===== src/design/rnv12_pkg.sv =====
`timescale 1ns / 1ps
`default_nettype none
// ----------------------------------------------------------------------------
// rnv12_pkg
// Shared types and constants of the rgb to nv12 nearest-neighbor scaler.
// ----------------------------------------------------------------------------
package rnv12_pkg;

  // size limits
  localparam int MAX_DIM     = 4096;
  localparam int MAX_UPSCALE = 4;

  // field and internal widths
  localparam int DIM_W     = 13;  // sizes, map quotients and remainders
  localparam int COORD_W   = 12;  // source and destination coordinates
  localparam int SAMP_W    = 8;   // color and sample values
  localparam int MUL_W     = 15;  // upscale times source size
  localparam int INC_W     = $clog2(MAX_UPSCALE + 1);
  localparam int CFG_IDX_W = 2;
  localparam int COL_W     = 18;  // signed color sums

  // configuration register indexes
  localparam logic [CFG_IDX_W-1:0] REG_SRC_WIDTH  = 2'd0;
  localparam logic [CFG_IDX_W-1:0] REG_SRC_HEIGHT = 2'd1;
  localparam logic [CFG_IDX_W-1:0] REG_DST_WIDTH  = 2'd2;
  localparam logic [CFG_IDX_W-1:0] REG_DST_HEIGHT = 2'd3;

  // configuration reset values
  localparam logic [DIM_W-1:0] RST_SRC_WIDTH  = 13'd1920;
  localparam logic [DIM_W-1:0] RST_SRC_HEIGHT = 13'd1080;
  localparam logic [DIM_W-1:0] RST_DST_WIDTH  = 13'd1920;
  localparam logic [DIM_W-1:0] RST_DST_HEIGHT = 13'd1080;

  // plane codes
  localparam logic PLANE_LUMA   = 1'b0;
  localparam logic PLANE_CHROMA = 1'b1;

  // bt.601 studio-range coefficients
  localparam logic signed [COL_W-1:0] COEF_YR = 18'sd66;
  localparam logic signed [COL_W-1:0] COEF_YG = 18'sd129;
  localparam logic signed [COL_W-1:0] COEF_YB = 18'sd25;
  localparam logic signed [COL_W-1:0] COEF_UR = -18'sd38;
  localparam logic signed [COL_W-1:0] COEF_UG = -18'sd74;
  localparam logic signed [COL_W-1:0] COEF_UB = 18'sd112;
  localparam logic signed [COL_W-1:0] COEF_VR = 18'sd112;
  localparam logic signed [COL_W-1:0] COEF_VG = -18'sd94;
  localparam logic signed [COL_W-1:0] COEF_VB = -18'sd18;
  localparam logic signed [COL_W-1:0] COL_RND = 18'sd128;
  localparam logic [SAMP_W-1:0] LUMA_OFS   = 8'd16;
  localparam logic [SAMP_W-1:0] CHROMA_OFS = 8'd128;

  // source pixel
  typedef struct packed {
    logic [SAMP_W-1:0] blue;
    logic [SAMP_W-1:0] green;
    logic [SAMP_W-1:0] red;
  } pix_t;

  // result item
  typedef struct packed {
    logic               plane;
    logic [COORD_W-1:0] dest_x;
    logic [COORD_W-1:0] dest_y;
    logic [SAMP_W-1:0]  sample_first;
    logic [SAMP_W-1:0]  sample_second;
    logic               last;
  } res_t;

  // controller to datapath
  typedef struct packed {
    logic accept;       // latch pixel, first map step, advance position
    logic map;          // second map step and color conversion
    logic init_luma;    // load luma scan start
    logic init_chroma;  // load chroma scan start
    logic emit;         // load output register
    logic step;         // advance scan counters
    logic plane;        // plane of emit and step
  } ctrl_cmd_t;

  // datapath to controller
  typedef struct packed {
    logic luma_empty;
    logic chroma_empty;
    logic luma_end;
    logic chroma_end;
    logic out_free;
  } ctrl_sts_t;

endpackage
`default_nettype wire


===== src/design/rnv12_pix_if.sv =====
`timescale 1ns / 1ps
`default_nettype none
// ----------------------------------------------------------------------------
// rnv12_pix_if
// Valid/ready channel carrying one source pixel per transaction.
// ----------------------------------------------------------------------------
interface rnv12_pix_if import rnv12_pkg::*; ();
  logic valid;
  logic ready;
  pix_t data;

  modport source (output valid, output data, input ready);
  modport sink   (input valid, input data, output ready);
endinterface
`default_nettype wire


===== src/design/rnv12_res_if.sv =====
`timescale 1ns / 1ps
`default_nettype none
// ----------------------------------------------------------------------------
// rnv12_res_if
// Valid/ready channel carrying one luma sample or chroma pair per transaction.
// ----------------------------------------------------------------------------
interface rnv12_res_if import rnv12_pkg::*; ();
  logic valid;
  logic ready;
  res_t data;

  modport source (output valid, output data, input ready);
  modport sink   (input valid, input data, output ready);
endinterface
`default_nettype wire


===== src/design/rgb_to_nv12_nearest_scaler_unit.sv =====
`timescale 1ns / 1ps
`default_nettype none
// ----------------------------------------------------------------------------
// rgb_to_nv12_nearest_scaler_unit
// Raster rgb pixels in, nearest-neighbor scaled bt.601 luma samples and
// interleaved chroma pairs out, each tagged with its destination position.
// ----------------------------------------------------------------------------
//  channel  dir  handshake               payload
//  pix_i    in   valid / ready           blue, green, red
//  res_o    out  valid / ready           plane, dest_x, dest_y, sample_first,
//                                        sample_second, last
//  cfg      in   cfg_we_i, no back-pressure  cfg_idx_i, cfg_data_i
//
//  a pixel passes through the accept, map and plan states and then emits its
//  results; the map takes two passes through the column and row steppers.
//  results drain through a single output register; a stalled res_o holds the
//  sequencer, and pix_i is taken again once the last result is registered.
//  reset loads the default frame sizes and returns the position to 0,0;
//  any configuration write does the same for the position.
// ----------------------------------------------------------------------------
module rgb_to_nv12_nearest_scaler_unit import rnv12_pkg::*; (
  input  logic                 clk_i,
  input  logic                 rst_ni,
  rnv12_pix_if.sink            pix_i,
  rnv12_res_if.source          res_o,
  input  logic                 cfg_we_i,
  input  logic [CFG_IDX_W-1:0] cfg_idx_i,
  input  logic [DIM_W-1:0]     cfg_data_i
);

  ctrl_cmd_t cmd;
  ctrl_sts_t sts;
  logic      pix_ready;
  logic      res_valid;
  res_t      res_data;

  // sequencer
  rnv12_ctrl u_ctrl (
    .clk_i       (clk_i),
    .rst_ni      (rst_ni),
    .pix_valid_i (pix_i.valid),
    .pix_ready_o (pix_ready),
    .sts_i       (sts),
    .cmd_o       (cmd)
  );

  // datapath
  rnv12_dp u_dp (
    .clk_i       (clk_i),
    .rst_ni      (rst_ni),
    .cfg_we_i    (cfg_we_i),
    .cfg_idx_i   (cfg_idx_i),
    .cfg_data_i  (cfg_data_i),
    .pix_data_i  (pix_i.data),
    .res_ready_i (res_o.ready),
    .res_valid_o (res_valid),
    .res_data_o  (res_data),
    .cmd_i       (cmd),
    .sts_o       (sts)
  );

  assign pix_i.ready = pix_ready;
  assign res_o.valid = res_valid;
  assign res_o.data  = res_data;

endmodule
`default_nettype wire


===== src/design/rnv12_stepper.sv =====
`timescale 1ns / 1ps
`default_nettype none
// ----------------------------------------------------------------------------
// rnv12_stepper
// Advances ceil(k*d/s) from index k to k+1 as quotient and remainder.
// ----------------------------------------------------------------------------
module rnv12_stepper import rnv12_pkg::*; (
  input  logic [DIM_W-1:0] q_i,
  input  logic [DIM_W-1:0] r_i,
  input  logic [DIM_W-1:0] d_i,
  input  logic [DIM_W-1:0] s_i,
  output logic [DIM_W-1:0] q_o,
  output logic [DIM_W-1:0] r_o
);

  logic [MUL_W-1:0] sum;
  logic [MUL_W-1:0] sub;
  logic [INC_W-1:0] inc;

  // remainder plus d stays below (upscale + 1) * s, so pick the largest multiple
  always_comb begin
    sum = MUL_W'(r_i) + MUL_W'(d_i);
    inc = '0;
    sub = '0;
    for (int k = 1; k <= MAX_UPSCALE; k++) begin
      if (sum >= MUL_W'(k) * MUL_W'(s_i)) begin
        inc = INC_W'(k);
        sub = MUL_W'(k) * MUL_W'(s_i);
      end
    end
  end

  assign q_o = q_i + DIM_W'(inc);
  assign r_o = DIM_W'(sum - sub);

endmodule
`default_nettype wire


===== src/design/rnv12_ctrl.sv =====
`timescale 1ns / 1ps
`default_nettype none
// ----------------------------------------------------------------------------
// rnv12_ctrl
// Sequencer: takes a pixel, maps it, then walks its luma and chroma results.
// ----------------------------------------------------------------------------
module rnv12_ctrl import rnv12_pkg::*; (
  input  logic      clk_i,
  input  logic      rst_ni,
  input  logic      pix_valid_i,
  output logic      pix_ready_o,
  input  ctrl_sts_t sts_i,
  output ctrl_cmd_t cmd_o
);

  localparam logic [2:0] ST_IDLE   = 3'd0;
  localparam logic [2:0] ST_MAP    = 3'd1;
  localparam logic [2:0] ST_PLAN   = 3'd2;
  localparam logic [2:0] ST_LUMA   = 3'd3;
  localparam logic [2:0] ST_CHROMA = 3'd4;

  logic [2:0] state_q, state_d;

  // next state and commands
  always_comb begin
    state_d     = state_q;
    cmd_o       = '0;
    pix_ready_o = 1'b0;
    case (state_q)
      ST_IDLE: begin
        pix_ready_o = 1'b1;
        if (pix_valid_i) begin
          cmd_o.accept = 1'b1;
          state_d      = ST_MAP;
        end
      end
      ST_MAP: begin
        cmd_o.map = 1'b1;
        state_d   = ST_PLAN;
      end
      ST_PLAN: begin
        if (!sts_i.luma_empty) begin
          cmd_o.init_luma = 1'b1;
          state_d         = ST_LUMA;
        end else if (!sts_i.chroma_empty) begin
          cmd_o.init_chroma = 1'b1;
          state_d           = ST_CHROMA;
        end else begin
          state_d = ST_IDLE;
        end
      end
      ST_LUMA: begin
        cmd_o.plane = PLANE_LUMA;
        if (sts_i.out_free) begin
          cmd_o.emit = 1'b1;
          cmd_o.step = 1'b1;
          if (sts_i.luma_end) begin
            if (!sts_i.chroma_empty) begin
              cmd_o.init_chroma = 1'b1;
              state_d           = ST_CHROMA;
            end else begin
              state_d = ST_IDLE;
            end
          end
        end
      end
      ST_CHROMA: begin
        cmd_o.plane = PLANE_CHROMA;
        if (sts_i.out_free) begin
          cmd_o.emit = 1'b1;
          cmd_o.step = 1'b1;
          if (sts_i.chroma_end) begin
            state_d = ST_IDLE;
          end
        end
      end
      default: begin
        state_d = ST_IDLE;
      end
    endcase
  end

  // state register
  always_ff @(posedge clk_i or negedge rst_ni) begin
    if (!rst_ni) begin
      state_q <= ST_IDLE;
    end else begin
      state_q <= state_d;
    end
  end

endmodule
`default_nettype wire


===== src/design/rnv12_dp.sv =====
`timescale 1ns / 1ps
`default_nettype none
// ----------------------------------------------------------------------------
// rnv12_dp
// Datapath: configuration, source position, coordinate mapping, color
// conversion, scan counters and the output register.
// ----------------------------------------------------------------------------
module rnv12_dp import rnv12_pkg::*; (
  input  logic                 clk_i,
  input  logic                 rst_ni,
  input  logic                 cfg_we_i,
  input  logic [CFG_IDX_W-1:0] cfg_idx_i,
  input  logic [DIM_W-1:0]     cfg_data_i,
  input  pix_t                 pix_data_i,
  input  logic                 res_ready_i,
  output logic                 res_valid_o,
  output res_t                 res_data_o,
  input  ctrl_cmd_t            cmd_i,
  output ctrl_sts_t            sts_o
);

  function automatic logic [DIM_W-1:0] clamp_src(input logic [DIM_W-1:0] s);
    logic [DIM_W-1:0] v;
    v = s;
    if (v == '0) v = DIM_W'(1);
    if (v > DIM_W'(MAX_DIM)) v = DIM_W'(MAX_DIM);
    return v;
  endfunction

  function automatic logic [DIM_W-1:0] clamp_dst(input logic [DIM_W-1:0] d,
                                                 input logic [DIM_W-1:0] s);
    logic [MUL_W-1:0] lim;
    logic [MUL_W-1:0] v;
    lim = MUL_W'(MAX_UPSCALE) * MUL_W'(s);
    v   = MUL_W'(d);
    if (v > lim) v = lim;
    if (v > MUL_W'(MAX_DIM)) v = MUL_W'(MAX_DIM);
    return DIM_W'(v);
  endfunction

  function automatic logic [DIM_W-1:0] umin(input logic [DIM_W-1:0] a,
                                            input logic [DIM_W-1:0] b);
    return (a < b) ? a : b;
  endfunction

  // configuration
  logic [DIM_W-1:0] sw_q, sh_q, dw_q, dh_q;
  logic [DIM_W-1:0] sw_c, sh_c, dw_c, dh_c;

  // source position and map state at the current column and row
  logic [COORD_W-1:0] src_col_q, src_row_q;
  logic               col_fresh_q, row_fresh_q;
  logic [DIM_W-1:0]   col_q_q, col_r_q, row_q_q, row_r_q;
  logic [DIM_W-1:0]   col_eff_q, col_eff_r, row_eff_q, row_eff_r;
  logic               col_last, row_last;

  // stepper ports
  logic [DIM_W-1:0] col_in_q, col_in_r, col_nq, col_nr;
  logic [DIM_W-1:0] row_in_q, row_in_r, row_nq, row_nr;

  // per-pixel bounds and samples
  pix_t             rgb_q;
  logic             chroma_en_q;
  logic [DIM_W-1:0] x0_q, x1_q, y0_q, y1_q, cx1_q, cy1_q;
  logic [DIM_W-1:0] x1_raw_q, x1_rem_q, y1_raw_q, y1_rem_q;
  logic [DIM_W-1:0] ex0, ey0;
  logic [SAMP_W-1:0] luma_q, u_q, v_q;
  logic signed [COL_W-1:0] r_s, g_s, b_s, y_sum, u_sum, v_sum;

  // scan counters and output register
  logic [DIM_W-1:0] cur_x_q, cur_y_q;
  logic [DIM_W-1:0] x_inc1, y_inc1, x_inc2, y_inc2;
  logic             out_vld_q;
  res_t             res_q, res_d;

  assign sw_c = clamp_src(sw_q);
  assign sh_c = clamp_src(sh_q);
  assign dw_c = clamp_dst(dw_q, sw_c);
  assign dh_c = clamp_dst(dh_q, sh_c);

  // a fresh map state stands for index zero: quotient 0, remainder s - 1
  assign col_eff_q = col_fresh_q ? '0 : col_q_q;
  assign col_eff_r = col_fresh_q ? (sw_c - DIM_W'(1)) : col_r_q;
  assign row_eff_q = row_fresh_q ? '0 : row_q_q;
  assign row_eff_r = row_fresh_q ? (sh_c - DIM_W'(1)) : row_r_q;

  assign col_last = (DIM_W'(src_col_q) + DIM_W'(1)) >= sw_c;
  assign row_last = (DIM_W'(src_row_q) + DIM_W'(1)) >= sh_c;

  // steppers: next index on accept, index plus two during map
  assign col_in_q = cmd_i.map ? x1_raw_q : col_eff_q;
  assign col_in_r = cmd_i.map ? x1_rem_q : col_eff_r;
  assign row_in_q = cmd_i.map ? y1_raw_q : row_eff_q;
  assign row_in_r = cmd_i.map ? y1_rem_q : row_eff_r;

  rnv12_stepper u_col_step (
    .q_i (col_in_q),
    .r_i (col_in_r),
    .d_i (dw_c),
    .s_i (sw_c),
    .q_o (col_nq),
    .r_o (col_nr)
  );

  rnv12_stepper u_row_step (
    .q_i (row_in_q),
    .r_i (row_in_r),
    .d_i (dh_c),
    .s_i (sh_c),
    .q_o (row_nq),
    .r_o (row_nr)
  );

  // configuration registers and source position
  always_ff @(posedge clk_i or negedge rst_ni) begin
    if (!rst_ni) begin
      sw_q        <= RST_SRC_WIDTH;
      sh_q        <= RST_SRC_HEIGHT;
      dw_q        <= RST_DST_WIDTH;
      dh_q        <= RST_DST_HEIGHT;
      src_col_q   <= '0;
      src_row_q   <= '0;
      col_fresh_q <= 1'b1;
      row_fresh_q <= 1'b1;
      col_q_q     <= '0;
      col_r_q     <= '0;
      row_q_q     <= '0;
      row_r_q     <= '0;
    end else if (cfg_we_i) begin
      case (cfg_idx_i)
        REG_SRC_WIDTH:  sw_q <= cfg_data_i;
        REG_SRC_HEIGHT: sh_q <= cfg_data_i;
        REG_DST_WIDTH:  dw_q <= cfg_data_i;
        REG_DST_HEIGHT: dh_q <= cfg_data_i;
        default: ;
      endcase
      src_col_q   <= '0;
      src_row_q   <= '0;
      col_fresh_q <= 1'b1;
      row_fresh_q <= 1'b1;
    end else if (cmd_i.accept) begin
      if (col_last) begin
        src_col_q   <= '0;
        col_fresh_q <= 1'b1;
        if (row_last) begin
          src_row_q   <= '0;
          row_fresh_q <= 1'b1;
        end else begin
          src_row_q   <= src_row_q + COORD_W'(1);
          row_fresh_q <= 1'b0;
          row_q_q     <= row_nq;
          row_r_q     <= row_nr;
        end
      end else begin
        src_col_q   <= src_col_q + COORD_W'(1);
        col_fresh_q <= 1'b0;
        col_q_q     <= col_nq;
        col_r_q     <= col_nr;
      end
    end
  end

  // color conversion, floor shift by eight keeps bits 15:8
  always_comb begin
    r_s   = signed'(COL_W'(rgb_q.red));
    g_s   = signed'(COL_W'(rgb_q.green));
    b_s   = signed'(COL_W'(rgb_q.blue));
    y_sum = COEF_YR * r_s + COEF_YG * g_s + COEF_YB * b_s + COL_RND;
    u_sum = COEF_UR * r_s + COEF_UG * g_s + COEF_UB * b_s + COL_RND;
    v_sum = COEF_VR * r_s + COEF_VG * g_s + COEF_VB * b_s + COL_RND;
  end

  // pixel bounds and samples
  always_ff @(posedge clk_i) begin
    if (cmd_i.accept) begin
      rgb_q       <= pix_data_i;
      chroma_en_q <= ~src_col_q[0] & ~src_row_q[0];
      x0_q        <= umin(col_eff_q, dw_c);
      y0_q        <= umin(row_eff_q, dh_c);
      x1_q        <= umin(col_nq, dw_c);
      y1_q        <= umin(row_nq, dh_c);
      x1_raw_q    <= col_nq;
      x1_rem_q    <= col_nr;
      y1_raw_q    <= row_nq;
      y1_rem_q    <= row_nr;
    end
    if (cmd_i.map) begin
      cx1_q  <= umin(col_nq, dw_c);
      cy1_q  <= umin(row_nq, dh_c);
      luma_q <= y_sum[15:8] + LUMA_OFS;
      u_q    <= u_sum[15:8] + CHROMA_OFS;
      v_q    <= v_sum[15:8] + CHROMA_OFS;
    end
  end

  // chroma scan starts at the first even position
  assign ex0 = x0_q + DIM_W'(x0_q[0]);
  assign ey0 = y0_q + DIM_W'(y0_q[0]);

  assign x_inc1 = cur_x_q + DIM_W'(1);
  assign y_inc1 = cur_y_q + DIM_W'(1);
  assign x_inc2 = cur_x_q + DIM_W'(2);
  assign y_inc2 = cur_y_q + DIM_W'(2);

  // status to the controller
  assign sts_o.luma_empty   = (x0_q >= x1_q) || (y0_q >= y1_q);
  assign sts_o.chroma_empty = !chroma_en_q || (ex0 >= cx1_q) || (ey0 >= cy1_q);
  assign sts_o.luma_end     = (x_inc1 >= x1_q) && (y_inc1 >= y1_q);
  assign sts_o.chroma_end   = (x_inc2 >= cx1_q) && (y_inc2 >= cy1_q);
  assign sts_o.out_free     = !out_vld_q || res_ready_i;

  // scan counters
  always_ff @(posedge clk_i) begin
    if (cmd_i.init_luma) begin
      cur_x_q <= x0_q;
      cur_y_q <= y0_q;
    end else if (cmd_i.init_chroma) begin
      cur_x_q <= ex0;
      cur_y_q <= ey0;
    end else if (cmd_i.step) begin
      if (cmd_i.plane == PLANE_LUMA) begin
        if (x_inc1 < x1_q) begin
          cur_x_q <= x_inc1;
        end else begin
          cur_x_q <= x0_q;
          cur_y_q <= y_inc1;
        end
      end else begin
        if (x_inc2 < cx1_q) begin
          cur_x_q <= x_inc2;
        end else begin
          cur_x_q <= ex0;
          cur_y_q <= y_inc2;
        end
      end
    end
  end

  // result assembly
  always_comb begin
    res_d.plane  = cmd_i.plane;
    res_d.dest_x = cur_x_q[COORD_W-1:0];
    res_d.dest_y = cur_y_q[COORD_W-1:0];
    if (cmd_i.plane == PLANE_LUMA) begin
      res_d.sample_first  = luma_q;
      res_d.sample_second = '0;
      res_d.last          = sts_o.luma_end && sts_o.chroma_empty;
    end else begin
      res_d.sample_first  = u_q;
      res_d.sample_second = v_q;
      res_d.last          = sts_o.chroma_end;
    end
  end

  // output register valid
  always_ff @(posedge clk_i or negedge rst_ni) begin
    if (!rst_ni) begin
      out_vld_q <= 1'b0;
    end else if (cmd_i.emit) begin
      out_vld_q <= 1'b1;
    end else if (res_ready_i) begin
      out_vld_q <= 1'b0;
    end
  end

  // output register payload
  always_ff @(posedge clk_i) begin
    if (cmd_i.emit) begin
      res_q <= res_d;
    end
  end

  assign res_valid_o = out_vld_q;
  assign res_data_o  = res_q;

endmodule
`default_nettype wire


===== src/flat_wrapper.sv =====
// flat-port wrapper written by rule: the top's interface ports become plain ports
module rgb_to_nv12_nearest_scaler_unit_flat import rnv12_pkg::*;
  (clk_i, rst_ni, cfg_we_i, cfg_idx_i, cfg_data_i, pix_i_valid, pix_i_data, pix_i_ready, res_o_valid, res_o_data, res_o_ready);
  rnv12_pix_if pix_i_i ();
  rnv12_res_if res_o_i ();
  input  logic clk_i;
  input  logic rst_ni;
  input  logic cfg_we_i;
  input  logic [CFG_IDX_W-1:0] cfg_idx_i;
  input  logic [DIM_W-1:0] cfg_data_i;
  input wire logic [$bits(pix_i_i.valid)-1:0] pix_i_valid;
  input wire logic [$bits(pix_i_i.data)-1:0] pix_i_data;
  output wire logic [$bits(pix_i_i.ready)-1:0] pix_i_ready;
  output wire logic [$bits(res_o_i.valid)-1:0] res_o_valid;
  output wire logic [$bits(res_o_i.data)-1:0] res_o_data;
  input wire logic [$bits(res_o_i.ready)-1:0] res_o_ready;
  assign pix_i_i.valid = pix_i_valid;
  assign pix_i_i.data = pix_i_data;
  assign pix_i_ready = pix_i_i.ready;
  assign res_o_valid = res_o_i.valid;
  assign res_o_data = res_o_i.data;
  assign res_o_i.ready = res_o_ready;
  rgb_to_nv12_nearest_scaler_unit u_core (.clk_i(clk_i), .rst_ni(rst_ni), .pix_i(pix_i_i), .res_o(res_o_i), .cfg_we_i(cfg_we_i), .cfg_idx_i(cfg_idx_i), .cfg_data_i(cfg_data_i));
endmodule

===== config.mk =====
export PLATFORM = sky130hd
export DESIGN_NAME = rgb_to_nv12_nearest_scaler_unit_flat
export DESIGN_NICKNAME = d
export VERILOG_FILES = /design/src/design/rnv12_pkg.sv /design/src/design/rnv12_pix_if.sv /design/src/design/rnv12_res_if.sv /design/src/design/rgb_to_nv12_nearest_scaler_unit.sv /design/src/design/rnv12_stepper.sv /design/src/design/rnv12_ctrl.sv /design/src/design/rnv12_dp.sv /design/src/flat_wrapper.sv
export SDC_FILE = /design/constraint.sdc
export NUM_CORES = 2
export LEC_CHECK = 0
export ABC_AREA = 1
export CORE_ASPECT_RATIO = 1.4
export CORE_MARGIN = 2
export CORE_UTILIZATION = 40
export DETAILED_ROUTE_END_ITERATION = 6
export DONT_BUFFER_PORTS = 1
export PLACE_DENSITY = 0.57
export RECOVER_POWER = 100
export SYNTH_ARGS = -nofsm -noshare
export SYNTH_HDL_FRONTEND = slang
export SYNTH_SLANG_ARGS = --single-unit

===== constraint.sdc =====
create_clock -name clk_i -period 9.3 [get_ports clk_i]
set_input_delay 0.465 -clock clk_i [delete_from_list [all_inputs] [get_ports clk_i]]
set_output_delay 0.465 -clock clk_i [all_outputs]
set_load 0.01 [all_outputs]

==> reports/qor.yml <==
status: "complete, but fails checks"
violations: "max-capacitance violations, max-slew violations"
relSlewSlack: -3.56
routed_wl_um: 109000
clock_path_buffers: 3
drive_above_1_share: 0.102
wl_per_cell_um: 17.9
fp.dieW_um: 267
synth_cell_types: 70
post-route-min-period_ns: 8.94
synthTopCellsByArea: "ha_1, edfxtp_1, nand2_1"
ios: 88
synth_nets: 5556
crit_top_cell: "nand2_1"
max_cap_viol_count: 5
synth-async-reset-ratio: 0.352
setup_viol_count_final: 0
finalCritPeriodShare: 0.962
antenna_found_initial: 0
max_freq_ghz: 0.112
synth-edff-count: 247
synth-main-ff-cell: "edfxtp_1"
path_clk_slew_ns: 0.06
hpwl_um: 86100
cp_max_fo: 6
start_kind: "register"
synth.most_common_cell: "nand2_1"
end_kind: "register"
seq_area_frac_synth: 0.279
clock-sinks: 381
cts.htree.levels: 2
overflow: 0
regArea_um2: 10800
rsz0062_at_grt: "true"
worst_pin_slew_ns: 6.84
gp_congestion: 0.917
skew_ns: 0.0256
worst_path_max_delay_cell: "dfstp_2"
netlist_area_um2: 38700
path_buf_inv: 11
initial_core_util: 0.405
slowest_delay_ns: 0.59
rows: 134
dieArea_um2: 99200
final_core_utilization: 0.459
first_global_vias: 31678
multi_input_area_um2: 25700
arrival_ns: 9.30
root_buffer: "clkbuf_16"
cts_buffers: 43
postSynthCellCount: 4696
yosysTopAreaCellShare: 0.227
finalHoldViolCount: 0
die_y_um: 372
hp-class: "in2reg"
diodes: 0
dr.pass1.iters: 6
cp_top_family: "simple AND/OR/NAND/NOR gates"
drv_slew: 312
fin_worst_hold_slack_ns: 0.0636
avgViaCountPerCell: 5.24
fill_cells: 9455
crit_type: "reg2reg"
yosysTopAreaCell: "ha_1"
vias: 32029
largest_register_ffs: 42
grt_max_degree: 135
crit_required_ns: 9.66
yosys_warnings: 0
antenna_left: 0
core-area_um2: 95600
route.detailed.drc: 0
grt_pass1_wl_um: 172000
fin_nets: 5720
clock_latency_ns: 0.61
cts_tree: "yes"
syn_area_per_cell_um2: 8.23
track_usage: 0.219
syn2layout_area_growth_pct: 13.4
portBuffers: 0
ys_ff_latch: 381
drtIter0Drc: 1732
synthTopCellsByCount: "nand2_1, ha_1, inv_1, a21oi_1"
kinds of logic (layout without fill, tap and decap cells):
group | count (synthesis) | in the layout | share of synthesized area
multiplexers | 1 | 1 | 0.000259
buffers and inverters | 807 | 1001 | 0.0807
adder cells (fa/ha/maj) | 816 | 816 | 0.286
AND/OR/NAND/NOR | 1661 | 1665 | 0.184
AO/OA/AOI/OAI | 799 | 799 | 0.117
flip-flops | 381 | 381 | 0.279
XOR/XNOR | 231 | 231 | 0.0527
per-layer routing:
layer | part of all wire | up-vias | GRT usage
met5 | 0 | - | 0
met4 | 0.037 | 0 | 0.0725
met3 | 0.031 | 184 | 0.0210
met2 | 0.51 | 561 | 0.401
met1 | 0.42 | 15199 | 0.268
li1 | - | 16085 | -
layout make-up:
cell class	instances	area share
clock buffers	54	0.0264
clock inverters	25	0.00717
inverters	717	0.0622
multi-input cells	3512	0.585
flip-flops and latches	381	0.246
well taps	1224	0.0349
repair buffers	205	0.0378
cell usage in the layout (no fill, tap or decap), types with 12 or more instances in the layout:
cell / n
nor2_2: 22
a22oi_1: 18
nand2_4: 16
nand2_2: 48
fa_1: 111
clkbuf_1: 12
o221ai_1: 15
a21o_1: 21
edfxtp_1: 247
a31oi_1: 36
xor2_1: 157
nand2_1: 946
nor2_1: 240
xnor2_1: 66
inv_2: 28
nor3_1: 42
buf_4: 166
o21ai_0: 263
dlygate4sd3_1: 25
ha_1: 687
clkbuf_16: 45
a211oi_1: 18
a21oi_1: 297
ha_4: 13
o21bai_1: 18
o21ai_1: 13
nand3_1: 215
dfstp_2: 18
dfrtp_1: 116
o22ai_1: 24
inv_1: 679
nand4_1: 46
through the flow:
step | TNS, ns | worst slack, ns | instance area, um2 | instances
after floorplan | 0 | 0.400 | 38700 | 4696
after global placement | -0.00400 | -0.00200 | 40800 | 5963
after detailed placement | -5.79 | -0.240 | 40800 | 5963
after CTS | 0 | 0.00647 | 42600 | 6069
after global routing | -10.0 | -0.303 | 43800 | 6118
final | 0 | 0.356 | 43800 | 6118
path summary, 6_finish.rpt:
check | start | end | slack (ns) | depth (start not counted)
setup / recovery | u_core.u_dp.sw_q[9] | u_core.u_dp.x1_q[11] | 0.36 | 57
hold / removal | cfg_data_i[4] | u_core.u_dp.dh_q[4] | 0.06 | 2
setup reg to reg | u_core.u_dp.sw_q[9] | u_core.u_dp.x1_q[11] | 0.36 | 57
hold reg to reg | u_core.u_dp.cur_y_q[11] | u_core.u_dp.res_data_o[28] | 0.47 | 0
max in group asynchronous | rst_ni | u_core.u_dp.src_row_q[5] | 2.22 | 2
min in group asynchronous | rst_ni | u_core.u_dp.col_r_q[6] | 3.05 | 2
repair_timing:
item                                    CTS  global route
pin swaps                                 0            71
gates resized for setup                   4           201
hold buffers                             26             0
endpoints found under the setup margin   26            70
hold endpoints to repair                158             0
gates cloned                              0             5
setup buffers                             1            44
Power is not shown: default switching activity piles up to over one toggle a cycle in this logic, so the estimate is an artifact.
